## src/rtl/core/bmf_pkg.sv

```systemverilog
package bmf_pkg;

    localparam int MAX_WIDTH  = 1024;
    localparam int MAX_WINDOW = 11;
    localparam int MAX_HEIGHT = 4096;
    localparam int ROW_SLOTS  = MAX_WINDOW + 1;
    localparam int COL_W      = $clog2(MAX_WIDTH);
    localparam int ROW_W      = $clog2(MAX_HEIGHT);
    localparam int SLOT_W     = $clog2(ROW_SLOTS);
    localparam int RAM_DEPTH  = ROW_SLOTS * MAX_WIDTH;
    localparam int ADDR_W     = $clog2(RAM_DEPTH);
    localparam int SUM_W      = 15;
    localparam int CNT_W      = 7;
    localparam int RAD_W      = 3;
    localparam int SIDE_W     = 4;
    localparam int DIV_STEPS  = SUM_W;

    // register indexes
    localparam logic [1:0] REG_WINDOW = 2'd0;
    localparam logic [1:0] REG_WIDTH  = 2'd1;
    localparam logic [1:0] REG_HEIGHT = 2'd2;

    typedef struct packed {
        logic cap;
        logic wr;
        logic start;
        logic step;
        logic div_init;
        logic div_step;
        logic load_out;
    } bmf_cmd_t;

    typedef struct packed {
        logic ready;
        logic sum_last;
        logic div_last;
        logic out_free;
    } bmf_stat_t;

endpackage

```

## src/rtl/core/bmf_ctrl.sv

```systemverilog
module bmf_ctrl (
    input  logic              clk,
    input  logic              rst_n,
    input  logic              in_valid,
    output logic              in_ready,
    input  bmf_pkg::bmf_stat_t stat,
    output bmf_pkg::bmf_cmd_t  cmd
);

    typedef enum logic [7:0] {
        ST_IDLE  = 8'b0000_0001,
        ST_WRITE = 8'b0000_0010,
        ST_CHECK = 8'b0000_0100,
        ST_SUM   = 8'b0000_1000,
        ST_DRAIN = 8'b0001_0000,
        ST_DIVI  = 8'b0010_0000,
        ST_DIV   = 8'b0100_0000,
        ST_PUT   = 8'b1000_0000
    } state_t;

    state_t state_reg, state_next;

    always_ff @(posedge clk or negedge rst_n)
    begin
        if (!rst_n)
        begin
            state_reg <= ST_IDLE;
        end
        else
        begin
            state_reg <= state_next;
        end
    end

    always_comb
    begin
        state_next = state_reg;
        cmd        = '0;
        in_ready   = 1'b0;
        unique case (state_reg)
            ST_IDLE:
            begin
                in_ready = 1'b1;
                if (in_valid)
                begin
                    cmd.cap    = 1'b1;
                    state_next = ST_WRITE;
                end
            end
            ST_WRITE:
            begin
                cmd.wr     = 1'b1;
                state_next = ST_CHECK;
            end
            ST_CHECK:
            begin
                if (stat.ready)
                begin
                    cmd.start  = 1'b1;
                    state_next = ST_SUM;
                end
                else
                begin
                    state_next = ST_IDLE;
                end
            end
            ST_SUM:
            begin
                cmd.step = 1'b1;
                if (stat.sum_last)
                begin
                    state_next = ST_DRAIN;
                end
            end
            ST_DRAIN:
            begin
                state_next = ST_DIVI;
            end
            ST_DIVI:
            begin
                cmd.div_init = 1'b1;
                state_next   = ST_DIV;
            end
            ST_DIV:
            begin
                cmd.div_step = 1'b1;
                if (stat.div_last)
                begin
                    state_next = ST_PUT;
                end
            end
            ST_PUT:
            begin
                if (stat.out_free)
                begin
                    cmd.load_out = 1'b1;
                    state_next   = ST_IDLE;
                end
            end
            default:
            begin
                state_next = ST_IDLE;
            end
        endcase
    end

endmodule

```

## config.mk

```make
export PLATFORM = sky130hd
export DESIGN_NAME = bmf_ctrl
export DESIGN_NICKNAME = d
export VERILOG_FILES = /design/src/rtl/core/bmf_pkg.sv /design/src/rtl/core/bmf_ctrl.sv
export SDC_FILE = /design/constraint.sdc
export NUM_CORES = 1
export LEC_CHECK = 0
export ABC_AREA = 1
export BUFFER_PORTS_ARGS = -buffer_cell sky130_fd_sc_hd__buf_2
export CORE_AREA = 2 2 39 41
export CTS_BUF_LIST = sky130_fd_sc_hd__clkbuf_8
export CTS_CLUSTER_SIZE = 14
export DETAILED_ROUTE_END_ITERATION = 16
export DIE_AREA = 0 0 41 43
export MAX_ROUTING_LAYER = met4
export PLACE_DENSITY = 0.78
export SLEW_MARGIN = 20
export SYNTH_ARGS = -nofsm -noshare
export SYNTH_HDL_FRONTEND = slang
export SYNTH_SLANG_ARGS = --single-unit
```

## constraint.sdc

```tcl
create_clock -name clk -period 1.3 [get_ports clk]
set_input_delay 0 -clock clk [delete_from_list [all_inputs] [get_ports clk]]
set_output_delay 0 -clock clk [all_outputs]
set_load 0.01 [all_outputs]
```

==> results.toml <==
[run_status]
status = "finished, violations left"
violations = "setup timing"

[sta]
fin_crit_sh_pct = 103
fin_crit_ns = 1.34
setup_viol_count_final = 3
fmax_mhz = 748
rsz0062_at_grt = "true"
worst_pin_slew_ns = 0.193
setup_ws_ns = -0.0375
max-slew-margin-rel_pct = 87.0
hold_viol = 0
slew_violations = 0
clock_skew_ns = 0.00641

[cts]
numCtsBuffers = 3
cts_sinks = 8
cts_buffer_depth = 2
root_buffer = "clkbuf_8"
cts_tree = "built"
htreeDepth = 1
clk_latency_ns = 0.23
clk_pin_slew_worst_paths_ns = 0.04

[synthesis]
yosys.area.top_type_share_pct = 31.0
synth_area_leader_cell = "dfrtp_1"
synthTopCellsByArea = "dfrtp_1 31%, nand2_1 16%, inv_1 8.0%"
ys_ff_latch = 8
ys.warnings.count = 0
synth_area_um2 = 566
synth_cell_types = 16
synth_edf_count = 0
syn-num-nets = 91
synthFlopType = "dfrtp_1"
netlist_instances = 84
synth.most_common_cell = "nand2_1"
ys_top_cells_by_count = "24 x nand2_1, 12 x inv_1, 11 x nor2_1, 9 x inv_2, 7 x dfrtp_1"
async_reset_ff_share_pct = 100
avgSynthCellArea_um2 = 6.73
ys_seq_area_share_pct = 35.6

[setup_path]
slowest_delay_ns = 0.38
r2r-end = "state_reg[7]"
worstSetupStartpointType = "flop"
end_kind = "flop"
worstPathRequired_ns = 1.42
path_cells = "inv_2, nand2_4, nor2_8, nand2_4, or2_4, nand2_4, nor2_4, nand2_1, nand2_1"
crit_slowest_cell = "dfrtp_1"
critPathArrivalTime_ns = 1.46
crit_top_cell = "nand2_4"
reg2reg_slack_ns = -0.04
cp_max_fo = 5
r2r-start = "state_reg[1]"
worstSetupPathType = "reg2reg"
rr_worst_depth = 9

[global_route]
grt_usage_pct = 19.6
grt_max_degree = 9
use_met2_pct = 29.1
use_met3_pct = 3.66
antenna_found_initial = 0
grt_busiest_layer = "met2"
overflow = 0
grt_use_met1_pct = 21.3
grt_first_pass_wirelength_mm = 2.19
grt_pass1_vias = 546

[min_path]
holdPathEnd = "state_reg[6]"
hold_path_depth = 3
hold_class = "in2reg"
min_from = "stat[1]"

[die]
die_y_um = 43
pin_count = 15
core-area_um2 = 1380
rows = 14
die_w_um = 41
start_util_pct = 40.9
dieArea_um2 = 1760

[detailed_routing]
vias_per_cell = 4.61
wl_mm = 1.31
antenna_left = 0
route.vias.total = 576
first_pass_iters = 4
drt_iter0_drc = 8
post_drt_wl_per_cell_um = 10.5
drc = 0

[finish]
post-route-util_pct = 59.7
nNetsFinal = 117
drive_gt1_share_pct = 54.1
antenna_cells = 0
area_growth_pct = 46.0
largest_reg_flops = 8

[pwr]
power_density_nw_per_um2 = 1580
ir_worst_vdd_v = 0.00100
p_leak_uw = 0.000512
total_power_uw = 1310

[run]
drv_cap = 0

[placement]
place_congestion = 0.808
port-buffer-count = 14
hpwlAfterDp_um = 967
critical path: cells and delay by family (launching register included):
| kind | cells | cell delay, ns |
|---|---|---|
| buffers and inverters | 1 | 0.08 |
| and+or+nand+nor | 8 | 0.76 |
| DFF | 1 | 0.38 |
what timing repair did:
action,4_1_cts,5_1_grt
endpoints found under the setup margin,5,10
cloned,0,0
hold endpoints to repair,8,0
pin swaps,5,19
hold buffers,1,0
gates resized for setup,6,15
buffers inserted,1,4
final cells by class:
type | count | area, µm²
Fill cell | 121 | 558
Multi-Input combinational cell | 55 | 345
Timing Repair Buffer | 21 | 135
Tap cell | 16 | 20.0
Sequential cell | 8 | 201
Clock buffer | 3 | 41.3
Inverter | 21 | 78.8
Clock inverter | 1 | 3.75
cells by family (layout without fill, tap and decap cells):
family | after synthesis | after routing | share of synthesized area (%)
AO/OA/AOI/OAI | 1 | 1 | 0.884
buffers and inverters | 21 | 46 | 13.9
flip-flops | 8 | 8 | 35.6
AND/OR/NAND/NOR | 54 | 54 | 49.6
metrics by stage:
step	TNS (ns)	cells	instance area, µm²	hold slack, ns	worst slack [ns]
6_report	-0.0648	125	826	0.0569	-0.0375
5_1_grt	-0.530	125	826	0.0752	-0.120
4_1_cts	-0.0492	121	746	0.0378	-0.0201
3_5_place_dp	-0.0198	115	663	-0.151	-0.0198
3_3_place_gp	-0.00484	115	663	-0.155	-0.00484
2_1_floorplan	0	84	566	-0.296	0.0555
power breakdown:
part / switching, µW / internal [µW] / total, µW
Sequential: 29.2 / 310 / 339
Clock: 98.5 / 204 / 303
Combinational: 411 / 255 / 666
Total: 538 / 769 / 1310
cells in the final DEF, fill, tap and decap left out:
cell,count
buf_4,5
nand3_1,2
dlygate4sd3_1,1
nor3_2,1
or2_4,1
clkbuf_8,3
dfrtp_1,7
nand2_2,9
nand4_1,1
buf_2,13
nor2_1,7
nand2_1,18
dfstp_2,1
inv_2,11
o21ai_0,1
nor2_2,2
nand2_4,5
nor2_4,5
buf_6,2
inv_1,11
nor2_8,1
nor3_1,2
worst max-delay path by stage:
| stage | slack, ns | cells past startpoint | from | to |
|---|---|---|---|---|
| CTS | -0.02 | 5 | state_reg[0] | cmd[6] |
| finish | -0.04 | 9 | state_reg[1] | state_reg[7] |
| detailed placement | -0.02 | 9 | state_reg[3] | state_reg[7] |
| floorplan | 0.06 | 7 | state_reg[0] | state_reg[7] |
| global placement | -0.005 | 9 | state_reg[2] | state_reg[7] |
| global route | -0.12 | 11 | state_reg[6] | state_reg[0] |
per-layer routing:
metal,up-vias,routed length (µm),share of wire (%)
li1,291,-,-
met2,18,694,53
met5,-,0,0
met1,259,495,38
met4,0,70,5.4
met3,8,47,3.6
Power figures use the tool's default switching activity.
